<file path="src/hdl/alpg_pkg.sv">
// Shared types, constants and helpers for the antialiased line pixel generator.
// No dependencies; imported by every module of the block.
package alpg_pkg;

    localparam int COORD_BITS    = 12;
    localparam int FRAC_BITS     = 16;
    localparam int COVERAGE_BITS = 8;

    localparam int QUOT_BITS    = FRAC_BITS + 1;
    localparam int SLOPE_BITS   = FRAC_BITS + 2;
    localparam int ACC_BITS     = COORD_BITS + FRAC_BITS + 1;
    localparam int DIV_CNT_BITS = $clog2(QUOT_BITS);

    localparam logic [COVERAGE_BITS-1:0] COV_FULL = '1;
    localparam logic [COVERAGE_BITS-1:0] COV_HALF = {1'b1, {(COVERAGE_BITS-1){1'b0}}};

    localparam logic CMD_LOAD    = 1'b0;
    localparam logic CMD_ADVANCE = 1'b1;

    typedef enum logic [1:0] {
        PH_START  = 2'd0,
        PH_END    = 2'd1,
        PH_MID    = 2'd2,
        PH_SINGLE = 2'd3
    } t_phase;

    typedef struct packed {
        logic                  command;
        logic [COORD_BITS-1:0] x_start;
        logic [COORD_BITS-1:0] y_start;
        logic [COORD_BITS-1:0] x_end;
        logic [COORD_BITS-1:0] y_end;
    } t_in_item;

    typedef struct packed {
        logic [COORD_BITS-1:0]    major_coord;
        logic [COORD_BITS-1:0]    minor_coord;
        logic [COVERAGE_BITS-1:0] coverage_main;
        logic [COVERAGE_BITS-1:0] coverage_next;
        logic                     x_is_major;
        logic                     last_pixel;
        logic                     no_line;
    } t_out_item;

    typedef struct packed {
        logic load;
        logic emit;
        logic div_step;
        logic div_finish;
    } t_dp_cmd;

    typedef struct packed {
        logic out_valid;
        logic single_point;
    } t_dp_status;

    function automatic logic [COVERAGE_BITS-1:0] frac_to_cov(input logic [FRAC_BITS-1:0] frac);
        logic [FRAC_BITS+COVERAGE_BITS-1:0] ext;
        ext = {frac, {COVERAGE_BITS{1'b0}}};
        return ext[FRAC_BITS+COVERAGE_BITS-1 -: COVERAGE_BITS];
    endfunction

endpackage

</file>
<file path="src/hdl/alpg_ctrl.sv">
// Controller: handshake decode, load / divide / finish sequencing.
// Depends on alpg_pkg; drives alpg_dp through t_dp_cmd.
module alpg_ctrl (
    input  logic                i_clk,
    input  logic                i_rst_n,
    input  logic                i_in_valid,
    input  logic                i_command,
    output logic                o_in_ready,
    input  logic                i_out_ready,
    input  alpg_pkg::t_dp_status i_status,
    output alpg_pkg::t_dp_cmd    o_cmd
);
    import alpg_pkg::*;

    typedef enum logic [2:0] {
        ST_IDLE = 3'b001,
        ST_DIV  = 3'b010,
        ST_FIN  = 3'b100
    } t_state;

    t_state                  r_state, n_state;
    logic [DIV_CNT_BITS-1:0] r_cnt, n_cnt;
    logic                    w_accept;

    assign o_in_ready = (r_state == ST_IDLE) && (!i_status.out_valid || i_out_ready);
    assign w_accept   = i_in_valid && o_in_ready;

    always_comb begin
        o_cmd.load       = w_accept && (i_command == CMD_LOAD);
        o_cmd.emit       = w_accept && (i_command == CMD_ADVANCE);
        o_cmd.div_step   = (r_state == ST_DIV);
        o_cmd.div_finish = (r_state == ST_FIN);
    end

    always_comb begin
        n_state = r_state;
        n_cnt   = r_cnt;
        unique case (r_state)
            ST_IDLE: begin
                n_cnt = '0;
                if (o_cmd.load && !i_status.single_point) begin
                    n_state = ST_DIV;
                end
            end
            ST_DIV: begin
                n_cnt = r_cnt + 1'b1;
                if (r_cnt == DIV_CNT_BITS'(QUOT_BITS - 1)) begin
                    n_state = ST_FIN;
                end
            end
            ST_FIN: begin
                n_state = ST_IDLE;
            end
            default: begin
                n_state = ST_IDLE;
            end
        endcase
    end

    always_ff @(posedge i_clk) begin
        if (!i_rst_n) begin
            r_state <= ST_IDLE;
            r_cnt   <= '0;
        end else begin
            r_state <= n_state;
            r_cnt   <= n_cnt;
        end
    end

endmodule

</file>
<file path="src/hdl/alpg_dp.sv">
// Datapath: endpoint ordering, restoring slope divider, minor accumulator,
// column emission and output register. Depends on alpg_pkg.
module alpg_dp (
    input  logic                 i_clk,
    input  logic                 i_rst_n,
    input  alpg_pkg::t_in_item   i_in_data,
    input  alpg_pkg::t_dp_cmd    i_cmd,
    output alpg_pkg::t_dp_status o_status,
    input  logic                 i_out_ready,
    output logic                 o_out_valid,
    output alpg_pkg::t_out_item  o_out_data
);
    import alpg_pkg::*;

    // line state
    logic                    r_line_active;
    logic                    r_major_is_x;
    t_phase                  r_phase;
    logic [COORD_BITS-1:0]   r_cur, r_final, r_smin, r_emin;
    logic [ACC_BITS-1:0]     r_acc;
    logic [SLOPE_BITS-1:0]   r_slope;
    // divider
    logic [COORD_BITS-1:0]   r_div;
    logic [COORD_BITS:0]     r_rem;
    logic [QUOT_BITS-1:0]    r_quot;
    logic                    r_neg;
    // output
    logic                    r_out_valid;
    t_out_item               r_out_data;

    // load decode
    logic [COORD_BITS-1:0] w_adx, w_ady, w_m0a, w_m1a, w_n0a, w_n1a;
    logic [COORD_BITS-1:0] w_m0, w_m1, w_n0, w_n1, w_dmin;
    logic                  w_maj_x, w_swap, w_single;

    always_comb begin
        w_adx = (i_in_data.x_end > i_in_data.x_start) ? i_in_data.x_end - i_in_data.x_start
                                                      : i_in_data.x_start - i_in_data.x_end;
        w_ady = (i_in_data.y_end > i_in_data.y_start) ? i_in_data.y_end - i_in_data.y_start
                                                      : i_in_data.y_start - i_in_data.y_end;
        w_single = (i_in_data.x_start == i_in_data.x_end) &&
                   (i_in_data.y_start == i_in_data.y_end);
        w_maj_x = w_adx > w_ady;
        w_m0a = w_maj_x ? i_in_data.x_start : i_in_data.y_start;
        w_n0a = w_maj_x ? i_in_data.y_start : i_in_data.x_start;
        w_m1a = w_maj_x ? i_in_data.x_end   : i_in_data.y_end;
        w_n1a = w_maj_x ? i_in_data.y_end   : i_in_data.x_end;
        w_swap = w_m1a < w_m0a;
        w_m0 = w_swap ? w_m1a : w_m0a;
        w_m1 = w_swap ? w_m0a : w_m1a;
        w_n0 = w_swap ? w_n1a : w_n0a;
        w_n1 = w_swap ? w_n0a : w_n1a;
        w_dmin = (w_n1 >= w_n0) ? w_n1 - w_n0 : w_n0 - w_n1;
    end

    assign o_status.out_valid    = r_out_valid;
    assign o_status.single_point = w_single;

    // divider step: one quotient bit per cycle
    logic                  w_ge;
    logic [COORD_BITS:0]   w_rem_sub;

    assign w_ge      = r_rem >= {1'b0, r_div};
    assign w_rem_sub = w_ge ? r_rem - {1'b0, r_div} : r_rem;

    // finish: signed slope and first interior position
    logic [SLOPE_BITS-1:0] w_qs;
    logic [ACC_BITS-1:0]   w_base, w_qx, w_slope_ext;

    assign w_qs        = {1'b0, r_quot};
    assign w_base      = {1'b0, r_smin, {FRAC_BITS{1'b0}}};
    assign w_qx        = {{(ACC_BITS-QUOT_BITS){1'b0}}, r_quot};
    assign w_slope_ext = {{(ACC_BITS-SLOPE_BITS){r_slope[SLOPE_BITS-1]}}, r_slope};

    // emission
    logic                     w_end_last, w_mid_last;
    logic [COVERAGE_BITS-1:0] w_f;
    t_out_item                w_out;

    assign w_end_last = (r_final - r_cur) <= COORD_BITS'(1);
    assign w_mid_last = ({1'b0, r_cur} + 1'b1) >= {1'b0, r_final};
    assign w_f        = frac_to_cov(r_acc[FRAC_BITS-1:0]);

    always_comb begin
        w_out = '0;
        if (!r_line_active) begin
            w_out.no_line = 1'b1;
        end else begin
            w_out.x_is_major = r_major_is_x;
            case (r_phase)
                PH_SINGLE: begin
                    w_out.major_coord   = r_cur;
                    w_out.minor_coord   = r_smin;
                    w_out.coverage_main = COV_FULL;
                    w_out.last_pixel    = 1'b1;
                end
                PH_START: begin
                    w_out.major_coord   = r_cur;
                    w_out.minor_coord   = r_smin;
                    w_out.coverage_main = COV_HALF;
                end
                PH_END: begin
                    w_out.major_coord   = r_final;
                    w_out.minor_coord   = r_emin;
                    w_out.coverage_main = COV_HALF;
                    w_out.last_pixel    = w_end_last;
                end
                default: begin
                    w_out.major_coord   = r_cur;
                    w_out.minor_coord   = r_acc[FRAC_BITS+COORD_BITS-1:FRAC_BITS];
                    w_out.coverage_main = COV_FULL - w_f;
                    w_out.coverage_next = w_f;
                    w_out.last_pixel    = w_mid_last;
                end
            endcase
        end
    end

    // control registers
    always_ff @(posedge i_clk) begin
        if (!i_rst_n) begin
            r_line_active <= 1'b0;
            r_out_valid   <= 1'b0;
        end else begin
            if (i_cmd.emit) begin
                r_out_valid <= 1'b1;
            end else if (i_out_ready) begin
                r_out_valid <= 1'b0;
            end
            if (i_cmd.load) begin
                r_line_active <= 1'b1;
            end else if (i_cmd.emit && r_line_active) begin
                if ((r_phase == PH_SINGLE) ||
                    ((r_phase == PH_END) && w_end_last) ||
                    ((r_phase == PH_MID) && w_mid_last)) begin
                    r_line_active <= 1'b0;
                end
            end
        end
    end

    // payload registers
    always_ff @(posedge i_clk) begin
        if (i_cmd.emit) begin
            r_out_data <= w_out;
        end
        if (i_cmd.load) begin
            r_major_is_x <= w_maj_x;
            r_phase      <= w_single ? PH_SINGLE : PH_START;
            r_cur        <= w_m0;
            r_final      <= w_m1;
            r_smin       <= w_n0;
            r_emin       <= w_n1;
            r_div        <= w_m1 - w_m0;
            r_rem        <= {1'b0, w_dmin};
            r_quot       <= '0;
            r_neg        <= w_n1 < w_n0;
        end else if (i_cmd.div_step) begin
            r_rem  <= {w_rem_sub[COORD_BITS-1:0], 1'b0};
            r_quot <= {r_quot[QUOT_BITS-2:0], w_ge};
        end else if (i_cmd.div_finish) begin
            r_slope <= r_neg ? SLOPE_BITS'(0) - w_qs : w_qs;
            r_acc   <= r_neg ? w_base - w_qx : w_base + w_qx;
        end else if (i_cmd.emit && r_line_active) begin
            case (r_phase)
                PH_START: begin
                    r_phase <= PH_END;
                end
                PH_END: begin
                    if (!w_end_last) begin
                        r_cur   <= r_cur + 1'b1;
                        r_phase <= PH_MID;
                    end
                end
                PH_MID: begin
                    r_acc <= r_acc + w_slope_ext;
                    if (!w_mid_last) begin
                        r_cur <= r_cur + 1'b1;
                    end
                end
                default: begin
                end
            endcase
        end
    end

    assign o_out_valid = r_out_valid;
    assign o_out_data  = r_out_data;

endmodule

</file>
<file path="src/hdl/antialiased_line_pixel_generator.sv">
// Antialiased line pixel generator, top level.
// Depends on alpg_pkg, alpg_ctrl and alpg_dp.
//
// Input channel (i_in_valid / o_in_ready / i_in_data): one item per command.
//   A load item (command 0) takes two endpoints and produces no result.
//   An advance item (command 1) produces exactly one result item.
// Output channel (o_out_valid / i_out_ready / o_out_data): one result per
//   advance, in order: start endpoint, end endpoint, then interior columns.
//   An advance with no active line returns an item with no_line set.
// An advance result is valid the cycle after the item is taken.
// Throughput: one advance per cycle while no load is busy; the output
//   register lets the next advance in while the previous result is taken.
// A load of distinct endpoints runs the accept, one restoring-divider step
//   per slope bit, and a finish step that forms the signed slope and the
//   first minor position; o_in_ready is low meanwhile. A load of equal
//   endpoints skips the divide.
// Reset (i_rst_n low, synchronous) drops any active line and empties the
//   output register. When the receiver stalls, the result holds and input
//   is taken only once the output slot frees.
module antialiased_line_pixel_generator (
    input  logic                i_clk,
    input  logic                i_rst_n,
    input  logic                i_in_valid,
    output logic                o_in_ready,
    input  alpg_pkg::t_in_item  i_in_data,
    output logic                o_out_valid,
    input  logic                i_out_ready,
    output alpg_pkg::t_out_item o_out_data
);
    import alpg_pkg::*;

    t_dp_cmd    w_cmd;
    t_dp_status w_status;

    alpg_ctrl u_ctrl (
        .i_clk       (i_clk),
        .i_rst_n     (i_rst_n),
        .i_in_valid  (i_in_valid),
        .i_command   (i_in_data.command),
        .o_in_ready  (o_in_ready),
        .i_out_ready (i_out_ready),
        .i_status    (w_status),
        .o_cmd       (w_cmd)
    );

    alpg_dp u_dp (
        .i_clk       (i_clk),
        .i_rst_n     (i_rst_n),
        .i_in_data   (i_in_data),
        .i_cmd       (w_cmd),
        .o_status    (w_status),
        .i_out_ready (i_out_ready),
        .o_out_valid (o_out_valid),
        .o_out_data  (o_out_data)
    );

endmodule

</file>
<file path="config.mk">
export PLATFORM = sky130hd
export DESIGN_NAME = antialiased_line_pixel_generator
export DESIGN_NICKNAME = d
export VERILOG_FILES = /design/src/hdl/alpg_pkg.sv /design/src/hdl/alpg_ctrl.sv /design/src/hdl/alpg_dp.sv /design/src/hdl/antialiased_line_pixel_generator.sv
export SDC_FILE = /design/constraint.sdc
export NUM_CORES = 1
export LEC_CHECK = 0
export BUFFER_PORTS_ARGS = -buffer_cell sky130_fd_sc_hd__buf_2
export CORE_UTILIZATION = 50
export CTS_CLUSTER_DIAMETER = 80
export DETAILED_ROUTE_END_ITERATION = 8
export PLACE_DENSITY = 0.7
export SETUP_SLACK_MARGIN = 0.05
export SYNTH_ARGS = -nofsm -noshare
export SYNTH_HDL_FRONTEND = slang
export SYNTH_SLANG_ARGS = --single-unit
</file>
<file path="constraint.sdc">
create_clock -name i_clk -period 13.9 [get_ports i_clk]
set_clock_uncertainty 0.05 [all_clocks]
set_input_delay 0.695 -clock i_clk [delete_from_list [all_inputs] [get_ports i_clk]]
set_output_delay 0.695 -clock i_clk [all_outputs]
set_load 0.05 [all_outputs]
</file>
==> reports/metrics.cfg, run 1 <==
[drt]
drtIter0Drc = 1595
dr_wl_met3_mm = 3.56
met2_length_mm = 23.7
num_vias = 15000
drc = 0
detail_route.wl_per_cell_um = 21.0
drt-met1-wl_mm = 22.9
vias_per_cell = 6.05
top_layer_used = met5
detail-route-antenna-nets = 0
routed_wl_mm = 52.2
drtPass1Iterations = 5

[cts]
clock_path_buffers = 2
cts-hold-fix-buffers = 0
numCtsBuffers = 17
cts-root-buf = clkbuf_16
cts_resized = 0
htree_levels = 4
cts.clk_slew.worst_paths_ns = 0.08
clock_sinks = 193
cts_tree = done
post_cts_buffers = 0
clock_latency_ns = 0.45

[finish]
layout-drive-gt1-share_pct = 9.99
final_common_cell = nand2_1
syn2layout_area_growth_pct = 9.15
antenna_cells = 0
layout_common_cells = nand2_1, a21oi_1, edfxtp_1
layout.nets = 2246
final_core_utilization_pct = 56.0
fin_area_um2 = 18400

[logic_synthesis]
syn_inst = 1976
synth_edf_count = 165
synth_area_um2 = 16800
seq_area_frac_synth_pct = 32.8
synth.avg_cell_area_um2 = 8.51
ys.warnings.count = 0
synth_cell_types = 92
syn-num-nets = 2193
ys_async_sr_fraction_pct = 0
ys_ff_latch = 193
synth-main-ff-cell = edfxtp_1

[floorplanning]
core_um2 = 32800
io_pins = 98
fp.dieW_um = 185
dieArea_um2 = 34400
fp-row-count = 66
start_util_pct = 51.3
die_y_um = 185

[setup_path]
path_max_fanout = 52
cp-start-kind = primary input
reg2regPathDepth = 10
critical_path.max_stage_delay_ns = 0.63
worstPathArrival_ns = 12.53
criticalPathCategory = in2reg
cp-end-kind = flop
crit_path_top_delay_cell = or4b_2
timing.critical_path.required_ns = 14.01

[global_routing]
grt_max_degree = 72
grt_overflow_total = 0
grt_usage_pct = 30.9
antenna_found_initial = 3
grt_pass1_vias = 14000
grt_pass1_wl_mm = 79.3

[placement]
place_area_um2 = 17700
io_buffers = 97
place_hpwl_mm = 41.2
place.gp.congestion = 1.03

[timing]
finalCriticalPeriod_ns = 12.42
finalSetupViolCount = 0
clock.fmax_mhz = 80.5
drv_slew = 0
rsz0062_at_grt = false
maxSlewHeadroom_pct = 39.1
tightest_slew_ns = 0.914
hold_viol_final = 0
fin_crit_sh_pct = 89.3
setup_tns_ns = 0

[worst_hold_path]
hp-class = reg2reg
holdPathStages = 2

[status]
status = completed

[flow_run]
maxCapViolCount = 0

through the flow:
stage	setup slack [ns]	hold WS (ns)	cells
finish	1.48	0.444	2484
global route	0.672	0.461	2484
CTS	1.69	0.436	2484
detailed placement	1.28	0.424	2452
global placement	1.39	0.412	2452
floorplan	1.72	0.395	1976
sequential cells by signal, summed over array words and instances (netlist names):
signal	flops
u_dp.r_quot	17
u_dp.r_line_active	1
u_dp.r_cur	12
u_ctrl.r_cnt	5
u_dp.r_emin	12
u_dp.r_smin	12
u_dp.r_acc	28
u_dp.r_rem	13
u_dp.r_slope	18
u_dp.o_out_data	43
u_dp.r_final	12
u_dp.o_out_valid	1
u_ctrl.r_state	3
u_dp.r_major_is_x	1
u_dp.r_neg	1
u_dp.r_div	12
u_dp.r_phase	2
routing by layer:
metal  global-route usage [%]  up-vias
met4                     13.8        4
met5                        0        -
met2                     49.8      567
met3                     4.94      109
met1                     40.6     7087
li1                         -     7267
worst paths after layout:
kind / startpoint / end / slack (ns)
hold / removal: u_dp.r_rem[12]$_SDFFE_PP0P_ / u_dp.r_rem[12]$_SDFFE_PP0P_ / 0.44
setup reg to reg: u_ctrl.r_state[1]$_SDFFE_PN0P_ / u_dp.r_acc[16]$_DFFE_PP_ / 9.45
setup / recovery: i_in_data[0] / u_dp.r_rem[9]$_DFFE_PP_ / 1.48
hold reg to reg: u_dp.r_rem[12]$_SDFFE_PP0P_ / u_dp.r_rem[12]$_SDFFE_PP0P_ / 0.44
area by class of cell:
cell class	count	area [um^2]
multi-input combinational	1532	10400
fill	3052	14400
clock buffer	17	425
inverter	162	609
sequential	193	5520
timing repair buffer	123	681
clock inverter	15	206
tap	442	553
synth_stat cells, types with 28 or more instances:
master / count / share of area (%)
xor2_1: 42 / 2.2
clkbuf_1: 66 / 1.5
nand2_1: 227 / 5.1
a211oi_1: 47 / 2.1
a21o_1: 45 / 2.0
nor2b_1: 28 / 1.0
edfxtp_1: 165 / 29
o21ai_0: 147 / 4.4
a21oi_1: 168 / 5.0
nor3_1: 48 / 1.4
inv_1: 159 / 3.5
xnor2_1: 67 / 3.5
nor2_1: 124 / 2.8
mux2i_1: 55 / 3.3
dfxtp_1: 28 / 3.3
ha_1: 155 / 12
nand3_1: 50 / 1.5
logic make-up (layout without fill, tap and decap cells):
group           Yosys count  after routing  synth area share [%]
flops                   193            193                  32.8
compound gates          589            589                  22.1
mux                      64             64                  3.94
simple gates            603            603                  17.0
fa+ha+maj               167            167                  12.8
buf+inv                 251            317                  5.76
xor+xnor                109            109                  5.67
worst max-delay path: cells and delay by family:
kind | cells | cell delay [ns]
AOI/OAI and AO/OA | 21 | 4.39
xor gates and xnor gates | 1 | 0.15
buffers and inverters | 8 | 1.38
and+or+nand+nor | 20 | 4.19
adders and majority gates | 5 | 1.69
Power of run 1 is left out: the tool's default activity adds up to more than one toggle a clock period on the data nets, which glitch-free logic cannot reach.
==> run 2: changes to the inputs <==
Clock period 13.9 ns to 12.85 ns, I/O delays scaled along.
==> run 2 against run 1 <==
Compared with the run above: sequential cell count unchanged; design area is essentially flat; first-iteration DRC count is 3.4% lower; core utilization hardly changed; die area unchanged; cell count is 0.16% higher; global-route usage decreased by 0.17 points; count of clock-buffer cells in the layout did not move; setup slack got worse by 0.48 ns; critical path type unchanged; register-to-register slack lost 1.1 ns; critical path depth did not move; routed wire length down 1.2%.
==> reports/metrics.cfg, run 2 (same netlist as run 1, synthesis figures left out) <==
[drt]
drtIter0Drc = 1540  ; -3.4%
drtPass1Iterations = 6  ; +1
detail_route.wl_per_cell_um = 20.7  ; -1.4%
num_vias = 15200  ; +0.88%
vias_per_cell = 6.10  ; +0.72%
routed_wl_mm = 51.6  ; -1.2%
detail-route-antenna-nets = 0  ; unchanged
drc = 0  ; unchanged

[status]
status = completed

[setup_path]
critical_path.max_stage_delay_ns = 0.46  ; -0.17 ns
path_delay_family = compound AO/OA/AOI/OAI gates
cp-end-kind = flop
cp-start-kind = primary input
r2r_setup_slack_ns = 8.39  ; -1.06 ns
timing.critical_path.required_ns = 13.00  ; -1.01 ns
timing.critical_path.buf_inv = 8  ; unchanged
reg2regPathDepth = 10  ; unchanged
path_common_cell = o21ai_0
crit_path_top_delay_cell = fa_1
cp.depth = 55  ; unchanged
worstPathArrival_ns = 11.99  ; -0.54 ns
criticalPathCategory = in2reg
path_max_fanout = 23  ; -56%

[finish]
layout.nets = 2250  ; +0.18%
layout_common_cells = nand2_1, a21oi_1, edfxtp_1
syn2layout_area_growth_pct = 9.24  ; about the same
seq_area_um2 = 5520  ; unchanged
layout-drive-gt1-share_pct = 10.2  ; +0.22 points
nFillCells = 3051  ; -0.033%
antenna_cells = 0  ; unchanged
multi_input_area_um2 = 10400  ; +0.12%
final_common_cell = nand2_1
largest_reg_flops = 43  ; unchanged

[timing]
finalCriticalPeriod_ns = 11.85
fin_crit_sh_pct = 92.2
maxSlewHeadroom_pct = 25.9  ; -13 points
finalSetupViolCount = 0  ; unchanged
rsz0062_at_grt = false
hold_viol_final = 0  ; unchanged
clock.fmax_mhz = 84.4
setup_tns_ns = 0  ; unchanged
drv_slew = 0  ; unchanged
tightest_slew_ns = 1.10  ; +0.186 ns

[placement]
io_buffers = 97  ; unchanged
place.gp.congestion = 1.02  ; -1.1%
place_hpwl_mm = 40.7  ; -1.2%

[floorplanning]
start_util_pct = 51.3  ; unchanged
fp-row-count = 66  ; unchanged
fp.dieW_um = 185  ; unchanged
core_um2 = 32800  ; unchanged
die_y_um = 185  ; unchanged
dieArea_um2 = 34400  ; unchanged
io_pins = 98  ; unchanged

[cts]
clock_path_buffers = 2  ; unchanged
htree_levels = 4  ; unchanged
cts_tree = done
cts.clk_slew.worst_paths_ns = 0.08  ; about the same
post_cts_buffers = 0  ; unchanged
clock_sinks = 193  ; unchanged
numCtsBuffers = 17  ; unchanged
clock_latency_ns = 0.45  ; about the same
cts-root-buf = clkbuf_16

[global_routing]
grt_max_degree = 72  ; unchanged
antenna_found_initial = 0  ; -3
grt_usage_pct = 30.7  ; -0.17 points
grt_pass1_wl_mm = 80.3  ; +1.2%
grt_pass1_vias = 14400  ; +3.4%
grt_overflow_total = 0  ; unchanged

[worst_hold_path]
holdPathStages = 2  ; unchanged
hp-class = reg2reg

[flow_run]
maxCapViolCount = 0  ; unchanged

==> run 2: final timing paths <==
check | start | to
setup / recovery | i_in_data[0] | u_dp.r_rem[10]$_DFFE_PP_
hold / removal | u_dp.r_quot[7]$_SDFFE_PP0P_ | u_dp.r_quot[8]$_SDFFE_PP0P_
setup reg to reg | u_ctrl.r_state[1]$_SDFFE_PN0P_ | u_dp.r_acc[27]$_DFFE_PP_
hold reg to reg | u_dp.r_quot[7]$_SDFFE_PP0P_ | u_dp.r_quot[8]$_SDFFE_PP0P_
==> run 2: routing by layer <==
metal  GRT usage, %  vias to the layer above  part of all wire (%)
li1               -                     7259                     -
met1           41.2                     7170                    44
met2           49.3                      620                    45
met3           3.26                      117                   6.3
met4           14.7                        0                   4.5
met5              0                        -                     0
==> run 2: cell type report <==
| class | instances | share of cell area [%] |
|---|---|---|
| multi-input cells | 1532 | 56.5 |
| inverters | 162 | 3.32 |
| flip-flops and latches | 193 | 30.0 |
| repair buffers | 127 | 3.87 |
| well taps | 442 | 3.01 |
| clock buffers | 17 | 2.31 |
| clock inverters | 15 | 0.980 |
==> run 2: metrics by stage <==
step / utilization (%) / area, um^2 / setup WS (ns) / cells / hold WS, ns
CTS: 56.0 / 18400 / 1.18 / 2488 / 0.455
finish: 56.1 / 18400 / 1.00 / 2488 / 0.451
floorplan: - / 16800 / 0.723 / 1976 / 0.395
detailed placement: 54.2 / 17800 / 0.807 / 2456 / 0.443
global placement: 54.2 / 17800 / 1.02 / 2456 / 0.429
global route: 56.1 / 18400 / 0.0797 / 2488 / 0.474
==> run 2: worst reg2reg max path: stages (launching register included) <==
cell and delay [ns]:
dfxtp_1 0.66, nor2_1 0.11, nand2_1 0.14, nor2_1 0.06
nand2_1 0.12, or2_2 0.47, clkinv_2 0.80, nor2_4 0.27
buf_4 0.49, a21o_1 0.58, buf_4 0.38
==> run 2: what timing repair did <==
item,4_1_cts,5_1_grt
resized for setup,0,2
endpoints found under the setup margin,0,5
hold buffers,0,0
Power of run 2 is left out for the same reason.
==> run 3: changes to the inputs <==
Settings changed: CORE_UTILIZATION 50 to 51, PLACE_DENSITY 0.7 to 0.72, SKIP_CTS_REPAIR_TIMING from default to 1.
==> run 3 against run 2 <==
Compared with the run above: register-to-register slack got worse by 0.13 ns; count of clock-buffer cells in the layout did not move; critical path depth did not move.
==> reports/metrics.cfg, run 3 (same netlist as run 1, synthesis figures left out) <==
[power_and_ir_drop]
pwr-share-seq_pct = 19.6
power.density_nw_per_um2 = 308
switching_power_mw = 2.97
internal-power_mw = 2.69
p_comb_share_pct = 70.7
pwr-share-clk_pct = 9.7
leakagePower_nw = 7.78
swShare_pct = 52.5
irDropWorstVdd_mv = 0.399

[flow_run]
maxCapViolCount = 0  ; unchanged

[setup_path]
path_delay_family = compound AO/OA/AOI/OAI gates
cp-start-kind = primary input
reg2regPathDepth = 15  ; +5
r2r_setup_slack_ns = 8.26  ; -0.13 ns
path_max_fanout = 17  ; -26%
worstPathArrival_ns = 11.88  ; -0.11 ns
timing.critical_path.required_ns = 12.94  ; -0.06 ns
cp-end-kind = flop
criticalPathCategory = in2reg
timing.critical_path.buf_inv = 9  ; +1
path_common_cell = inv_1
critical_path.max_stage_delay_ns = 0.64  ; +0.18 ns
r2r_end = u_dp.r_rem[3]$_DFFE_PP_
r2r-start = u_dp.r_rem[1]$_DFFE_PP_
crit_path_top_delay_cell = or4b_2

[placement]
dp_slack_ns = 0.877  ; +0.0695 ns
place_hpwl_mm = 40.8  ; +0.32%
place_area_um2 = 17800  ; about the same
io_buffers = 97  ; unchanged
place.gp.congestion = 0.997  ; -2.3%

[global_routing]
antenna_found_initial = 2  ; +2
grt_pass1_wl_mm = 79.0  ; -1.7%
grt_usage_pct = 30.8  ; +0.075 points
grt_pass1_vias = 14000  ; -2.8%
grt_max_degree = 80  ; +11%
grt_overflow_total = 0  ; unchanged

[drt]
vias_per_cell = 6.07  ; -0.45%
drc = 0  ; unchanged
num_vias = 15100  ; -0.45%
drtIter0Drc = 1525  ; -0.97%
drtPass1Iterations = 5  ; -1
routed_wl_mm = 51.7  ; +0.12%
detail_route.wl_per_cell_um = 20.8  ; +0.12%
detail-route-antenna-nets = 0  ; unchanged

[cts]
htree_levels = 4  ; unchanged
clock_path_buffers = 2  ; unchanged
cts.clk_slew.worst_paths_ns = 0.09  ; about the same
numCtsBuffers = 17  ; unchanged
cts_tree = done
cts-root-buf = clkbuf_16
clock_latency_ns = 0.44  ; about the same
clock_sinks = 193  ; unchanged

[finish]
seq_area_um2 = 5520  ; unchanged
fin_area_um2 = 18400  ; about the same
layout.nets = 2249  ; -0.044%
largest_reg_flops = 43  ; unchanged
layout-drive-gt1-share_pct = 10.1  ; -0.093 points
multi_input_area_um2 = 10400  ; -0.12%
nFillCells = 2957  ; -3.1%
syn2layout_area_growth_pct = 9.23  ; about the same
final_common_cell = nand2_1
layout_common_cells = nand2_1, a21oi_1, edfxtp_1

[floorplanning]
start_util_pct = 51.8  ; +0.52 points
die_y_um = 184  ; -0.98%
fp-row-count = 66  ; unchanged
io_pins = 98  ; unchanged
fp.dieW_um = 184  ; -0.98%
dieArea_um2 = 33700  ; -1.9%
core_um2 = 32500  ; -1.0%

[worst_hold_path]
hp-class = reg2reg
hp-start = u_dp.r_rem[12]$_SDFFE_PP0P_
whs_endpoint = u_dp.r_rem[12]$_SDFFE_PP0P_
holdPathStages = 2  ; unchanged

[timing]
fin_crit_sh_pct = 91.7  ; -0.50 points
hold_viol_final = 0  ; unchanged
finalSetupViolCount = 0  ; unchanged
setup_tns_ns = 0  ; unchanged
maxSlewHeadroom_pct = 12.8  ; -13 points
tightest_slew_ns = 1.29  ; +0.194 ns
clock.fmax_mhz = 84.9  ; +0.54%
finalCriticalPeriod_ns = 11.78  ; -0.0637 ns
worst_slack_ns = 1.07  ; +0.0637 ns
drv_slew = 0  ; unchanged
rsz0062_at_grt = false

[status]
status = completed

## run 3: layout make-up
| class | instances | share of cell area [%] |
|---|---|---|
| Multi-Input combinational cell | 1532 | 56.4 |
| Clock buffer | 17 | 2.32 |
| Clock inverter | 15 | 0.994 |
| Inverter | 162 | 3.32 |
| Sequential cell | 193 | 30.0 |
| Antenna cell | 1 | 0.0136 |
| Tap cell | 442 | 3.01 |
| Timing Repair Buffer | 126 | 3.89 |
## run 3: through the flow
stage / hold slack (ns) / cells / power [mW] / util (%)
global placement: 0.420 / 2455 / 4.99 / 54.7
detailed placement: 0.431 / 2455 / 5.02 / 54.7
CTS: 0.449 / 2487 / 5.58 / 56.6
finish: 0.447 / 2488 / 5.65 / 56.6
floorplan: 0.395 / 1976 / 3.97 / -
global route: 0.479 / 2487 / 6.03 / 56.6
## run 3: power groups by stage
stage,combinational (mW),sequential [mW],clock [mW]
after CTS,3.92,1.11,0.553
after global routing,4.33,1.13,0.576
final,4.00,1.11,0.548
after global placement,3.87,1.12,0
after floorplan,2.80,1.17,0
after detailed placement,3.90,1.12,0
## run 3: how the worst max path moves through the flow
| stage | to | start | depth (start not counted) |
|---|---|---|---|
| final | u_dp.r_rem[9]$_DFFE_PP_ | i_in_data[0] | 55 |
| after global routing | u_dp.r_rem[9]$_DFFE_PP_ | i_in_data[0] | 55 |
| after CTS | u_dp.r_rem[9]$_DFFE_PP_ | i_in_data[0] | 55 |
| after detailed placement | u_dp.r_rem[9]$_DFFE_PP_ | i_in_data[0] | 55 |
| after global placement | u_dp.r_rem[9]$_DFFE_PP_ | i_in_data[0] | 55 |
| after floorplan | u_dp.r_rem[10]$_DFFE_PP_ | i_in_data[0] | 55 |
## run 3: tightest hold or removal path, cell delays in order, from the launching register on
cell and delay (ns):
dfxtp_1 0.32, nand3_1 0.06, o21ai_0 0.07
## run 3: metal layers
metal / vias up / part of all wire [%] / track usage [%]
met5: - / 0.021 / 0
met4: 2 / 3.8 / 11.8
met3: 109 / 7.6 / 5.03
met2: 655 / 45 / 49.3
met1: 7065 / 44 / 41.5
li1: 7267 / - / -
(Power assumes the default switching activity.)
